[config.mk]
export PLATFORM = sky130hd
export DESIGN_NAME = quad_x_mixer_flight_sequencer_core
export DESIGN_NICKNAME = d
export VERILOG_FILES = /design/src/rtl/qxm_pkg.sv /design/src/rtl/qxm_regs.sv /design/src/rtl/qxm_ramp.sv /design/src/rtl/qxm_mix.sv /design/src/rtl/quad_x_mixer_flight_sequencer_core.sv
export SDC_FILE = /design/constraint.sdc
export NUM_CORES = 1
export LEC_CHECK = 0
export ABC_AREA = 1
export BUFFER_PORTS_ARGS = -buffer_cell sky130_fd_sc_hd__buf_2
export CAP_MARGIN = 20
export CORE_ASPECT_RATIO = 0.75
export CORE_MARGIN = 2
export CORE_UTILIZATION = 35
export DETAILED_ROUTE_END_ITERATION = 10
export PLACE_DENSITY = 0.49
export SYNTH_ARGS = -nofsm -noshare
export SYNTH_HDL_FRONTEND = slang
export SYNTH_SLANG_ARGS = --single-unit
[constraint.sdc]
create_clock -name aclk -period 18 [get_ports aclk]
set_input_delay 1.8 -clock aclk [delete_from_list [all_inputs] [get_ports aclk]]
set_output_delay 1.8 -clock aclk [all_outputs]
set_load 0.01 [all_outputs]
[src/rtl/qxm_pkg.sv]
// Shared constants, register codes and transfer types for the quad-X mixer and
// flight sequencer. Self-contained; imported by every module of the block.
package qxm_pkg;

    localparam logic [10:0] MIN_PULSE    = 11'd1000;
    localparam logic [10:0] MAX_PULSE    = 11'd2000;
    localparam logic [14:0] MIN_THROTTLE = 15'd16000;
    localparam logic [14:0] MAX_THROTTLE = 15'd32000;
    localparam logic [17:0] ELAPSED_MAX  = 18'h3FFFF;

    localparam logic [10:0] RST_BASE_THROTTLE    = 11'd1365;
    localparam logic [10:0] RST_CORRECTION_LIMIT = 11'd200;
    localparam logic [15:0] RST_FLIGHT_TICKS     = 16'd15000;
    localparam logic [15:0] RST_LANDING_TICKS    = 16'd3000;
    localparam logic [7:0]  RST_SEND_PERIOD      = 8'd20;

    localparam logic [2:0] REG_BASE_THROTTLE    = 3'd0;
    localparam logic [2:0] REG_CORRECTION_LIMIT = 3'd1;
    localparam logic [2:0] REG_FLIGHT_TICKS     = 3'd2;
    localparam logic [2:0] REG_LANDING_TICKS    = 3'd3;
    localparam logic [2:0] REG_SEND_PERIOD      = 3'd4;

    localparam logic [1:0] PH_FLIGHT   = 2'd0;
    localparam logic [1:0] PH_LANDING  = 2'd1;
    localparam logic [1:0] PH_DISARMED = 2'd2;

    localparam logic [3:0] MUL_LAST = 4'd15;
    localparam logic [3:0] DIV_LAST = 4'd13;

    typedef struct packed {
        logic [10:0] base_throttle;
        logic [10:0] correction_limit;
        logic [15:0] flight_ticks;
        logic [15:0] landing_ticks;
        logic [7:0]  send_period;
    } cfg_t;

    typedef struct packed {
        logic [14:0]        throttle;
        logic signed [15:0] roll;
        logic signed [15:0] pitch;
        logic signed [15:0] yaw;
        logic [1:0]         phase;
        logic               send;
    } mix_in_t;

endpackage

[src/rtl/qxm_regs.sv]
// APB configuration registers of the quad-X mixer and flight sequencer.
// Depends on qxm_pkg for register codes, reset values and cfg_t.
module qxm_regs import qxm_pkg::*; (
    input  logic        aclk,
    input  logic        aresetn,
    input  logic        psel,
    input  logic        penable,
    input  logic        pwrite,
    input  logic [4:0]  paddr,
    input  logic [31:0] pwdata,
    output logic [31:0] prdata,
    output logic        pready,
    output cfg_t        cfg
);

    cfg_t cfg_reg;
    cfg_t cfg_next;
    logic wr_en;

    assign pready = 1'b1;
    assign wr_en  = psel && penable && pwrite;
    assign cfg    = cfg_reg;

    always_comb begin
        cfg_next = cfg_reg;
        if (wr_en) begin
            case (paddr[4:2])
                REG_BASE_THROTTLE:    cfg_next.base_throttle    = pwdata[10:0];
                REG_CORRECTION_LIMIT: cfg_next.correction_limit = pwdata[10:0];
                REG_FLIGHT_TICKS:     cfg_next.flight_ticks     = pwdata[15:0];
                REG_LANDING_TICKS:    cfg_next.landing_ticks    = pwdata[15:0];
                REG_SEND_PERIOD:      cfg_next.send_period      = pwdata[7:0];
                default: ;
            endcase
        end
    end

    always_ff @(posedge aclk) begin
        if (!aresetn) begin
            cfg_reg.base_throttle    <= RST_BASE_THROTTLE;
            cfg_reg.correction_limit <= RST_CORRECTION_LIMIT;
            cfg_reg.flight_ticks     <= RST_FLIGHT_TICKS;
            cfg_reg.landing_ticks    <= RST_LANDING_TICKS;
            cfg_reg.send_period      <= RST_SEND_PERIOD;
        end else begin
            cfg_reg <= cfg_next;
        end
    end

    always_comb begin
        case (paddr[4:2])
            REG_BASE_THROTTLE:    prdata = {21'd0, cfg_reg.base_throttle};
            REG_CORRECTION_LIMIT: prdata = {21'd0, cfg_reg.correction_limit};
            REG_FLIGHT_TICKS:     prdata = {16'd0, cfg_reg.flight_ticks};
            REG_LANDING_TICKS:    prdata = {16'd0, cfg_reg.landing_ticks};
            REG_SEND_PERIOD:      prdata = {24'd0, cfg_reg.send_period};
            default:              prdata = 32'd0;
        endcase
    end

endmodule

[src/rtl/qxm_ramp.sv]
// Bit-serial landing ramp unit: shift-add multiply, then restoring divide.
// Depends on qxm_pkg for the step counts.
module qxm_ramp import qxm_pkg::*; (
    input  logic        aclk,
    input  logic        aresetn,
    input  logic        start,
    input  logic [13:0] diff,
    input  logic [15:0] le,
    input  logic [15:0] span,
    output logic        done,
    output logic [13:0] quot
);

    typedef enum logic [2:0] {
        R_IDLE = 3'b001,
        R_MUL  = 3'b010,
        R_DIV  = 3'b100
    } ramp_state_t;

    ramp_state_t state_reg, state_next;
    logic [3:0]  cnt_reg, cnt_next;
    logic        done_reg, done_next;
    logic [29:0] acc_reg, acc_next;
    logic [15:0] mplr_reg, mplr_next;
    logic [13:0] diff_reg, diff_next;
    logic [15:0] span_reg, span_next;
    logic [16:0] trial;
    logic [16:0] trial_sub;
    logic        ge;

    // The high part of the shift register holds the partial remainder and the
    // quotient bits enter at the bottom as the dividend bits leave.
    assign trial     = {acc_reg[29:14], acc_reg[13]};
    assign ge        = trial >= {1'b0, span_reg};
    assign trial_sub = trial - {1'b0, span_reg};

    always_comb begin
        state_next = state_reg;
        cnt_next   = cnt_reg;
        done_next  = 1'b0;
        acc_next   = acc_reg;
        mplr_next  = mplr_reg;
        diff_next  = diff_reg;
        span_next  = span_reg;
        case (state_reg)
            R_IDLE: begin
                if (start) begin
                    acc_next   = 30'd0;
                    mplr_next  = le;
                    diff_next  = diff;
                    span_next  = span;
                    cnt_next   = 4'd0;
                    state_next = R_MUL;
                end
            end
            R_MUL: begin
                acc_next  = {acc_reg[28:0], 1'b0} + (mplr_reg[15] ? {16'd0, diff_reg} : 30'd0);
                mplr_next = {mplr_reg[14:0], 1'b0};
                cnt_next  = cnt_reg + 4'd1;
                if (cnt_reg == MUL_LAST) begin
                    cnt_next   = 4'd0;
                    state_next = R_DIV;
                end
            end
            R_DIV: begin
                acc_next = {(ge ? trial_sub[15:0] : trial[15:0]), acc_reg[12:0], ge};
                cnt_next = cnt_reg + 4'd1;
                if (cnt_reg == DIV_LAST) begin
                    cnt_next   = 4'd0;
                    done_next  = 1'b1;
                    state_next = R_IDLE;
                end
            end
            default: state_next = R_IDLE;
        endcase
    end

    always_ff @(posedge aclk) begin
        if (!aresetn) begin
            state_reg <= R_IDLE;
            cnt_reg   <= 4'd0;
            done_reg  <= 1'b0;
        end else begin
            state_reg <= state_next;
            cnt_reg   <= cnt_next;
            done_reg  <= done_next;
        end
    end

    always_ff @(posedge aclk) begin
        acc_reg  <= acc_next;
        mplr_reg <= mplr_next;
        diff_reg <= diff_next;
        span_reg <= span_next;
    end

    assign done = done_reg;
    assign quot = acc_reg[13:0];

endmodule

[src/rtl/qxm_mix.sv]
// Quad-X motor mixer with pulse clamping and the result output register.
// Depends on qxm_pkg for pulse limits and mix_in_t.
module qxm_mix import qxm_pkg::*; (
    input  logic        aclk,
    input  logic        aresetn,
    input  logic        load,
    input  mix_in_t     mix_in,
    input  logic        m_ready,
    output logic        m_valid,
    output logic [10:0] m_front_right_pulse,
    output logic [10:0] m_rear_right_pulse,
    output logic [10:0] m_front_left_pulse,
    output logic [10:0] m_rear_left_pulse,
    output logic [14:0] m_throttle_now,
    output logic [1:0]  m_phase,
    output logic        m_send_now
);

    function automatic logic [10:0] pulse_of(input logic signed [18:0] s);
        logic [14:0] c;
        if (s < $signed({4'd0, MIN_THROTTLE})) begin
            c = MIN_THROTTLE;
        end else if (s > $signed({4'd0, MAX_THROTTLE})) begin
            c = MAX_THROTTLE;
        end else begin
            c = s[14:0];
        end
        return c[14:4];
    endfunction

    logic signed [18:0] t_s, r_s, p_s, y_s;
    logic               m_valid_reg, m_valid_next;
    logic [10:0]        fr_reg, rr_reg, fl_reg, rl_reg;
    logic [14:0]        thr_reg;
    logic [1:0]         phase_reg;
    logic               send_reg;

    assign t_s = $signed({4'd0, mix_in.throttle});
    assign r_s = {{3{mix_in.roll[15]}}, mix_in.roll};
    assign p_s = {{3{mix_in.pitch[15]}}, mix_in.pitch};
    assign y_s = {{3{mix_in.yaw[15]}}, mix_in.yaw};

    always_comb begin
        m_valid_next = m_valid_reg;
        if (load) begin
            m_valid_next = 1'b1;
        end else if (m_ready) begin
            m_valid_next = 1'b0;
        end
    end

    always_ff @(posedge aclk) begin
        if (!aresetn) begin
            m_valid_reg <= 1'b0;
        end else begin
            m_valid_reg <= m_valid_next;
        end
    end

    always_ff @(posedge aclk) begin
        if (load) begin
            fr_reg    <= pulse_of(t_s - r_s - p_s + y_s);
            rr_reg    <= pulse_of(t_s - r_s + p_s - y_s);
            fl_reg    <= pulse_of(t_s + r_s - p_s - y_s);
            rl_reg    <= pulse_of(t_s + r_s + p_s + y_s);
            thr_reg   <= mix_in.throttle;
            phase_reg <= mix_in.phase;
            send_reg  <= mix_in.send;
        end
    end

    assign m_valid             = m_valid_reg;
    assign m_front_right_pulse = fr_reg;
    assign m_rear_right_pulse  = rr_reg;
    assign m_front_left_pulse  = fl_reg;
    assign m_rear_left_pulse   = rl_reg;
    assign m_throttle_now      = thr_reg;
    assign m_phase             = phase_reg;
    assign m_send_now          = send_reg;

endmodule

[src/rtl/quad_x_mixer_flight_sequencer_core.sv]
// Top level of the quad-X mixer and flight sequencer: timeline control.
// Depends on qxm_pkg, qxm_regs, qxm_ramp and qxm_mix.
//
//   Channel   Prefix  Handshake              Contents
//   input     s_      s_valid / s_ready      op and three axis corrections
//   result    m_      m_valid / m_ready      four pulses, throttle, phase, send
//   config    p       psel/penable/pready    five registers at 4*i
//
// A start transaction, a flight tick or a disarmed tick goes from ST_IDLE to ST_OUT.
// A landing tick also waits in ST_RAMP for the 16-step serial multiply and the
// 14-step restoring divide in the ramp unit.
// A new transaction is taken while the previous result waits in the output register.
// A stalled result holds the sequencer before its load until m_ready frees the register.
// Reset leaves the block disarmed with the register reset values and no result pending.
module quad_x_mixer_flight_sequencer_core import qxm_pkg::*; (
    input  logic        aclk,
    input  logic        aresetn,
    input  logic        psel,
    input  logic        penable,
    input  logic        pwrite,
    input  logic [4:0]  paddr,
    input  logic [31:0] pwdata,
    output logic [31:0] prdata,
    output logic        pready,
    input  logic        s_valid,
    output logic        s_ready,
    input  logic        s_op,
    input  logic signed [15:0] s_roll_correction,
    input  logic signed [15:0] s_pitch_correction,
    input  logic signed [15:0] s_yaw_correction,
    output logic        m_valid,
    input  logic        m_ready,
    output logic [10:0] m_front_right_pulse,
    output logic [10:0] m_rear_right_pulse,
    output logic [10:0] m_front_left_pulse,
    output logic [10:0] m_rear_left_pulse,
    output logic [14:0] m_throttle_now,
    output logic [1:0]  m_phase,
    output logic        m_send_now
);

    typedef enum logic [2:0] {
        ST_IDLE = 3'b001,
        ST_RAMP = 3'b010,
        ST_OUT  = 3'b100
    } seq_state_t;

    function automatic logic signed [15:0] clamp_corr(input logic signed [15:0] x,
                                                      input logic [14:0] lim);
        logic signed [16:0] xe;
        logic signed [16:0] hi;
        logic signed [16:0] lo;
        logic signed [15:0] res;
        xe  = {x[15], x};
        hi  = {2'b00, lim};
        lo  = -hi;
        res = x;
        if (xe > hi) begin
            res = hi[15:0];
        end else if (xe < lo) begin
            res = lo[15:0];
        end
        return res;
    endfunction

    cfg_t        cfg;
    seq_state_t  state_reg, state_next;
    logic [17:0] elapsed_reg, elapsed_next;
    logic        disarmed_reg, disarmed_next;
    logic [7:0]  send_cnt_reg, send_cnt_next;
    mix_in_t     item_reg, item_next;
    mix_in_t     mix_in;

    logic        accept;
    logic        load;
    logic        ramp_done;
    logic [13:0] ramp_quot;
    logic        ramp_start;
    logic [10:0] base_c;
    logic [14:0] base16;
    logic [13:0] diff;
    logic [17:0] e_inc;
    logic [16:0] end_tick;
    logic        disarm_now;
    logic        in_flight;
    logic [17:0] le_wide;
    logic [7:0]  period;
    logic [8:0]  cnt_inc;
    logic [14:0] lim16;

    qxm_regs u_regs (
        .aclk    (aclk),
        .aresetn (aresetn),
        .psel    (psel),
        .penable (penable),
        .pwrite  (pwrite),
        .paddr   (paddr),
        .pwdata  (pwdata),
        .prdata  (prdata),
        .pready  (pready),
        .cfg     (cfg)
    );

    assign s_ready = (state_reg == ST_IDLE);
    assign accept  = s_valid && s_ready;

    assign base_c = (cfg.base_throttle < MIN_PULSE) ? MIN_PULSE :
                    (cfg.base_throttle > MAX_PULSE) ? MAX_PULSE : cfg.base_throttle;
    assign base16 = {base_c, 4'd0};
    assign diff   = {base_c[9:0] - MIN_PULSE[9:0], 4'd0};
    assign lim16  = {cfg.correction_limit, 4'd0};

    assign e_inc      = (elapsed_reg == ELAPSED_MAX) ? elapsed_reg : elapsed_reg + 18'd1;
    assign end_tick   = {1'b0, cfg.flight_ticks} + {1'b0, cfg.landing_ticks};
    assign disarm_now = disarmed_reg || (e_inc >= {1'b0, end_tick});
    assign in_flight  = e_inc < {2'd0, cfg.flight_ticks};
    assign le_wide    = e_inc - {2'd0, cfg.flight_ticks};
    assign period     = (cfg.send_period == 8'd0) ? 8'd1 : cfg.send_period;
    assign cnt_inc    = {1'b0, send_cnt_reg} + 9'd1;

    assign ramp_start = accept && !s_op && !disarm_now && !in_flight;

    qxm_ramp u_ramp (
        .aclk    (aclk),
        .aresetn (aresetn),
        .start   (ramp_start),
        .diff    (diff),
        .le      (le_wide[15:0]),
        .span    (cfg.landing_ticks),
        .done    (ramp_done),
        .quot    (ramp_quot)
    );

    always_comb begin
        state_next    = state_reg;
        elapsed_next  = elapsed_reg;
        disarmed_next = disarmed_reg;
        send_cnt_next = send_cnt_reg;
        item_next     = item_reg;
        load          = 1'b0;
        case (state_reg)
            ST_IDLE: begin
                if (accept) begin
                    item_next.throttle = base16;
                    item_next.roll     = 16'sd0;
                    item_next.pitch    = 16'sd0;
                    item_next.yaw      = 16'sd0;
                    item_next.phase    = PH_FLIGHT;
                    item_next.send     = 1'b0;
                    state_next         = ST_OUT;
                    if (s_op) begin
                        elapsed_next  = 18'd0;
                        disarmed_next = 1'b0;
                        send_cnt_next = 8'd0;
                    end else begin
                        elapsed_next = e_inc;
                        if (disarm_now) begin
                            disarmed_next      = 1'b1;
                            item_next.throttle = MIN_THROTTLE;
                            item_next.phase    = PH_DISARMED;
                        end else begin
                            item_next.roll  = clamp_corr(s_roll_correction, lim16);
                            item_next.pitch = clamp_corr(s_pitch_correction, lim16);
                            item_next.yaw   = clamp_corr(s_yaw_correction, lim16);
                            if (cnt_inc >= {1'b0, period}) begin
                                item_next.send = 1'b1;
                                send_cnt_next  = 8'd0;
                            end else begin
                                send_cnt_next = cnt_inc[7:0];
                            end
                            if (!in_flight) begin
                                item_next.phase = PH_LANDING;
                                state_next      = ST_RAMP;
                            end
                        end
                    end
                end
            end
            ST_RAMP: begin
                if (ramp_done) begin
                    state_next = ST_OUT;
                end
            end
            ST_OUT: begin
                if (!m_valid || m_ready) begin
                    load       = 1'b1;
                    state_next = ST_IDLE;
                end
            end
            default: state_next = ST_IDLE;
        endcase
    end

    always_ff @(posedge aclk) begin
        if (!aresetn) begin
            state_reg    <= ST_IDLE;
            elapsed_reg  <= 18'd0;
            disarmed_reg <= 1'b1;
            send_cnt_reg <= 8'd0;
        end else begin
            state_reg    <= state_next;
            elapsed_reg  <= elapsed_next;
            disarmed_reg <= disarmed_next;
            send_cnt_reg <= send_cnt_next;
        end
    end

    always_ff @(posedge aclk) begin
        item_reg <= item_next;
    end

    always_comb begin
        mix_in = item_reg;
        if (item_reg.phase == PH_LANDING) begin
            mix_in.throttle = item_reg.throttle - {1'b0, ramp_quot};
        end
    end

    qxm_mix u_mix (
        .aclk                (aclk),
        .aresetn             (aresetn),
        .load                (load),
        .mix_in              (mix_in),
        .m_ready             (m_ready),
        .m_valid             (m_valid),
        .m_front_right_pulse (m_front_right_pulse),
        .m_rear_right_pulse  (m_rear_right_pulse),
        .m_front_left_pulse  (m_front_left_pulse),
        .m_rear_left_pulse   (m_rear_left_pulse),
        .m_throttle_now      (m_throttle_now),
        .m_phase             (m_phase),
        .m_send_now          (m_send_now)
    );

    a_ramp_done_while_waiting: assert property (@(posedge aclk) disable iff (!aresetn)
        ramp_done |-> state_reg == ST_RAMP)
        else $error("Ramp unit finished while the sequencer was not waiting on it.");

    a_disarmed_pulses_minimum: assert property (@(posedge aclk) disable iff (!aresetn)
        m_valid && m_phase == PH_DISARMED |->
            m_front_right_pulse == MIN_PULSE && m_rear_right_pulse == MIN_PULSE &&
            m_front_left_pulse == MIN_PULSE && m_rear_left_pulse == MIN_PULSE &&
            m_throttle_now == MIN_THROTTLE && !m_send_now)
        else $error("Disarmed result does not hold all motors at minimum.");

    a_pulse_range: assert property (@(posedge aclk) disable iff (!aresetn)
        m_valid |->
            m_front_right_pulse >= MIN_PULSE && m_front_right_pulse <= MAX_PULSE &&
            m_rear_left_pulse >= MIN_PULSE && m_rear_left_pulse <= MAX_PULSE)
        else $error("Motor pulse outside the allowed range.");

    a_landing_throttle_bounds: assert property (@(posedge aclk) disable iff (!aresetn)
        load && item_reg.phase == PH_LANDING |->
            mix_in.throttle <= item_reg.throttle && mix_in.throttle > MIN_THROTTLE - 15'd1)
        else $error("Landing throttle left the ramp bounds.");

endmodule

==> results.py <==
metrics = {
    "routing": {
        "drc": 0,
        "drt-pass1-iter-count": 6,
        "antenna_left": 0,
        "drtIter0Drc": 2169,
        "vias": 26298,
        "wl_per_cell_um": 18.4,
        "totalWireLength_um": 94900,
        "via_per_inst": 5.09,
    },
    "yosys": {
        "synth_flop_cell": "edfxtp_1",
        "synthCells": 3947,
        "ys_seq_area_frac": 0.280,
        "synth_area_um2": 28200,
        "yosysTopAreaCell": "edfxtp_1",
        "synth_edf_count": 196,
        "synth.avg_cell_area_um2": 7.15,
        "synthArstFlopShare": 0,
        "synth_cell_type_count": 68,
        "synth.top_cell.area_share": 0.208,
        "synth_warnings": 0,
        "ys_seq_elements": 297,
        "synth_area_leaders": "edfxtp_1 (21%), ha_1 (15%), nand2_1 (12%)",
    },
    "clock_network": {
        "ctsResizeCount": 0,
        "cts_max_path_buffers": 3,
        "cts.sinks": 297,
        "post-cts-setup-buffers": 0,
        "root_buffer": "clkbuf_16",
        "cts_tree": "built",
        "htreeDepth": 2,
        "clk_pin_slew_worst_paths_ns": 0.06,
        "numCtsBuffers": 37,
        "cts_hold_buf": 0,
        "clk_latency_ns": 0.60,
    },
    "timing": {
        "fin_crit_sh": 0.443,
        "rsz0062_at_grt": "false",
        "slew_violations": 0,
        "fin_crit_ns": 7.98,
        "hold_ws_ns": 0.419,
        "clock_skew_ns": 0.0385,
        "fin_ws_ns": 10.02,
        "tightest_slew_ns": 1.12,
        "timing.final.hold_violations": 0,
        "relSlewSlack": 0.247,
        "setup_tns_ns": 0,
        "setup_viol": 0,
        "fmax_mhz": 125,
    },
    "global_route": {
        "grt_pass1_vias": 23355,
        "grt_max_degree": 69,
        "antenna_found_initial": 1,
        "gr-total-overflow": 0,
        "grt_use_total": 0.223,
        "grt_pass1_wl_um": 143000,
    },
    "outcome": {
        "status": "finished clean",
    },
    "setup_path": {
        "crit_buf_inv": 3,
        "cp_top_family": "simple AND/OR/NAND/NOR gates",
        "start_kind": "flip-flop",
        "worstPathRequired_ns": 18.32,
        "reg2reg_depth": 33,
        "reg2reg_to": "u_mix.m_front_left_pulse[8]$_SDFFCE_PP1P_",
        "r2r_slack_ns": 10.02,
        "cpMaxStageDelayCell": "nor2_1",
        "critPathCaptureType": "flip-flop",
        "cp_max_fo": 13,
        "timing.rr.start": "item_reg[1]$_SDFFCE_PP0P_",
        "path_class": "flip-flop to flip-flop",
        "cp.arrival_ns": 8.30,
        "cp_common_cell": "nor2_1",
        "cpPeakStageDelay_ns": 0.68,
    },
    "pwr": {
        "ir_worst_vdd_uv": 86.8,
        "p_leak_nw": 14.7,
        "power_density_nw_per_um2": 147,
    },
    "layout": {
        "finalNetCount": 4530,
        "syn_to_final_growth_pct": 11.0,
        "layout-drive-gt1-share": 0.0713,
        "multi_input_area_um2": 17800,
        "fillers": 8617,
        "layout_commonest_cell": "nand2_1",
        "final_core_util": 0.391,
        "regArea_um2": 7910,
        "final_cell_mix": "nand2_1 (881), inv_1 (545), a21oi_1 (346), ha_1 (345), nor2_1 (334)",
    },
    "floorplan": {
        "die_h_um": 250,
        "start_util": 0.352,
        "core_region_area_um2": 80200,
        "placementRows": 90,
        "pin_count": 190,
        "die_area_um2": 83000,
        "fp.dieW_um": 332,
    },
    "min_path": {
        "hold_end": "u_mix.m_send_now$_DFFE_PP_",
        "hp-start": "item_reg[0]$_SDFFCE_PP0P_",
        "hold_path_class": "flip-flop to flip-flop",
        "hold_depth": 0,
    },
    "placed_design": {
        "hpwlAfterDp_um": 77600,
        "numPortBuffers": 154,
        "gp_congestion": 0.938,
        "pre_cts_slack_ns": 10.11,
    },
    "flow_run": {
        "max_cap_viol_count": 0,
    },
}
==> layer usage <==
metal | global-route usage | share of wire | wire length, µm
met1 | 0.373 | 0.54 | 51600
met5 | 0.00920 | 0.00097 | 92
met2 | 0.274 | 0.35 | 33600
met3 | 0.0483 | 0.084 | 7950
met4 | 0.0445 | 0.017 | 1610
==> Yosys cell counts (17+ instances only) <==
library cell / count
nand2_1: 881
nor2_1: 336
ha_1: 345
a21oi_1: 346
inv_1: 545
o22ai_1: 23
a31oi_1: 19
o21ai_0: 251
edfxtp_1: 196
nand3b_1: 20
xor2_1: 147
nor3_1: 66
clkbuf_1: 56
o211ai_1: 28
o21bai_1: 17
a21o_1: 19
nand3_1: 238
buf_4: 19
nand4_1: 63
xnor2_1: 37
dfxtp_1: 101
==> cells by family after synthesis <==
family | Yosys count | synth area share
other cells | 2 | 0.000266
simple gates | 1671 | 0.254
mux | 1 | 0.000355
buf+inv | 649 | 0.0906
compound gates | 783 | 0.154
xor+xnor | 185 | 0.0577
flops | 297 | 0.280
fa+ha+maj | 359 | 0.163
==> final cells by class <==
type                            instances  area share
Multi-Input combinational cell       3016       0.569
Sequential cell                       297       0.252
Inverter                              554      0.0664
Tap cell                             1058      0.0422
Clock buffer                           46      0.0323
Timing Repair Buffer                  172      0.0289
Clock inverter                         22     0.00890
Antenna cell                            1   0.0000798
==> how the worst max path moves through the flow <==
stage	from	end	slack, ns	depth (start not counted)
floorplan	item_reg[57]$_DFFE_PP_	u_mix.m_rear_right_pulse[6]$_SDFFCE_PP1P_	11.97	39
global placement	item_reg[1]$_SDFFCE_PP0P_	u_mix.m_front_left_pulse[8]$_SDFFCE_PP1P_	10.13	33
detailed placement	item_reg[1]$_SDFFCE_PP0P_	u_mix.m_front_left_pulse[8]$_SDFFCE_PP1P_	10.11	33
CTS	item_reg[1]$_SDFFCE_PP0P_	u_mix.m_front_left_pulse[8]$_SDFFCE_PP1P_	10.05	33
global route	item_reg[1]$_SDFFCE_PP0P_	u_mix.m_front_left_pulse[8]$_SDFFCE_PP1P_	9.27	35
finish	item_reg[1]$_SDFFCE_PP0P_	u_mix.m_front_left_pulse[8]$_SDFFCE_PP1P_	10.02	33
==> per-stage QoR <==
step | cell area (µm²) | total power, mW | std cells
after global placement | 30100 | 3.78 | 5097
after global routing | 31400 | 5.06 | 5166
after floorplan | 28300 | 3.02 | 3962
final | 31400 | 4.61 | 5166
after CTS | 31400 | 4.60 | 5165
after detailed placement | 30100 | 3.77 | 5097
==> report_power, final <==
group	internal (mW)	leakage (nW)	switching, mW	total (mW)
clock	0.465	0.614	0.333	0.799
combinational	0.964	11.4	2.00	2.97
sequential	0.807	2.68	0.0371	0.844
total	2.24	14.7	2.37	4.61
No activity file was read; power rests on OpenSTA's default activity.
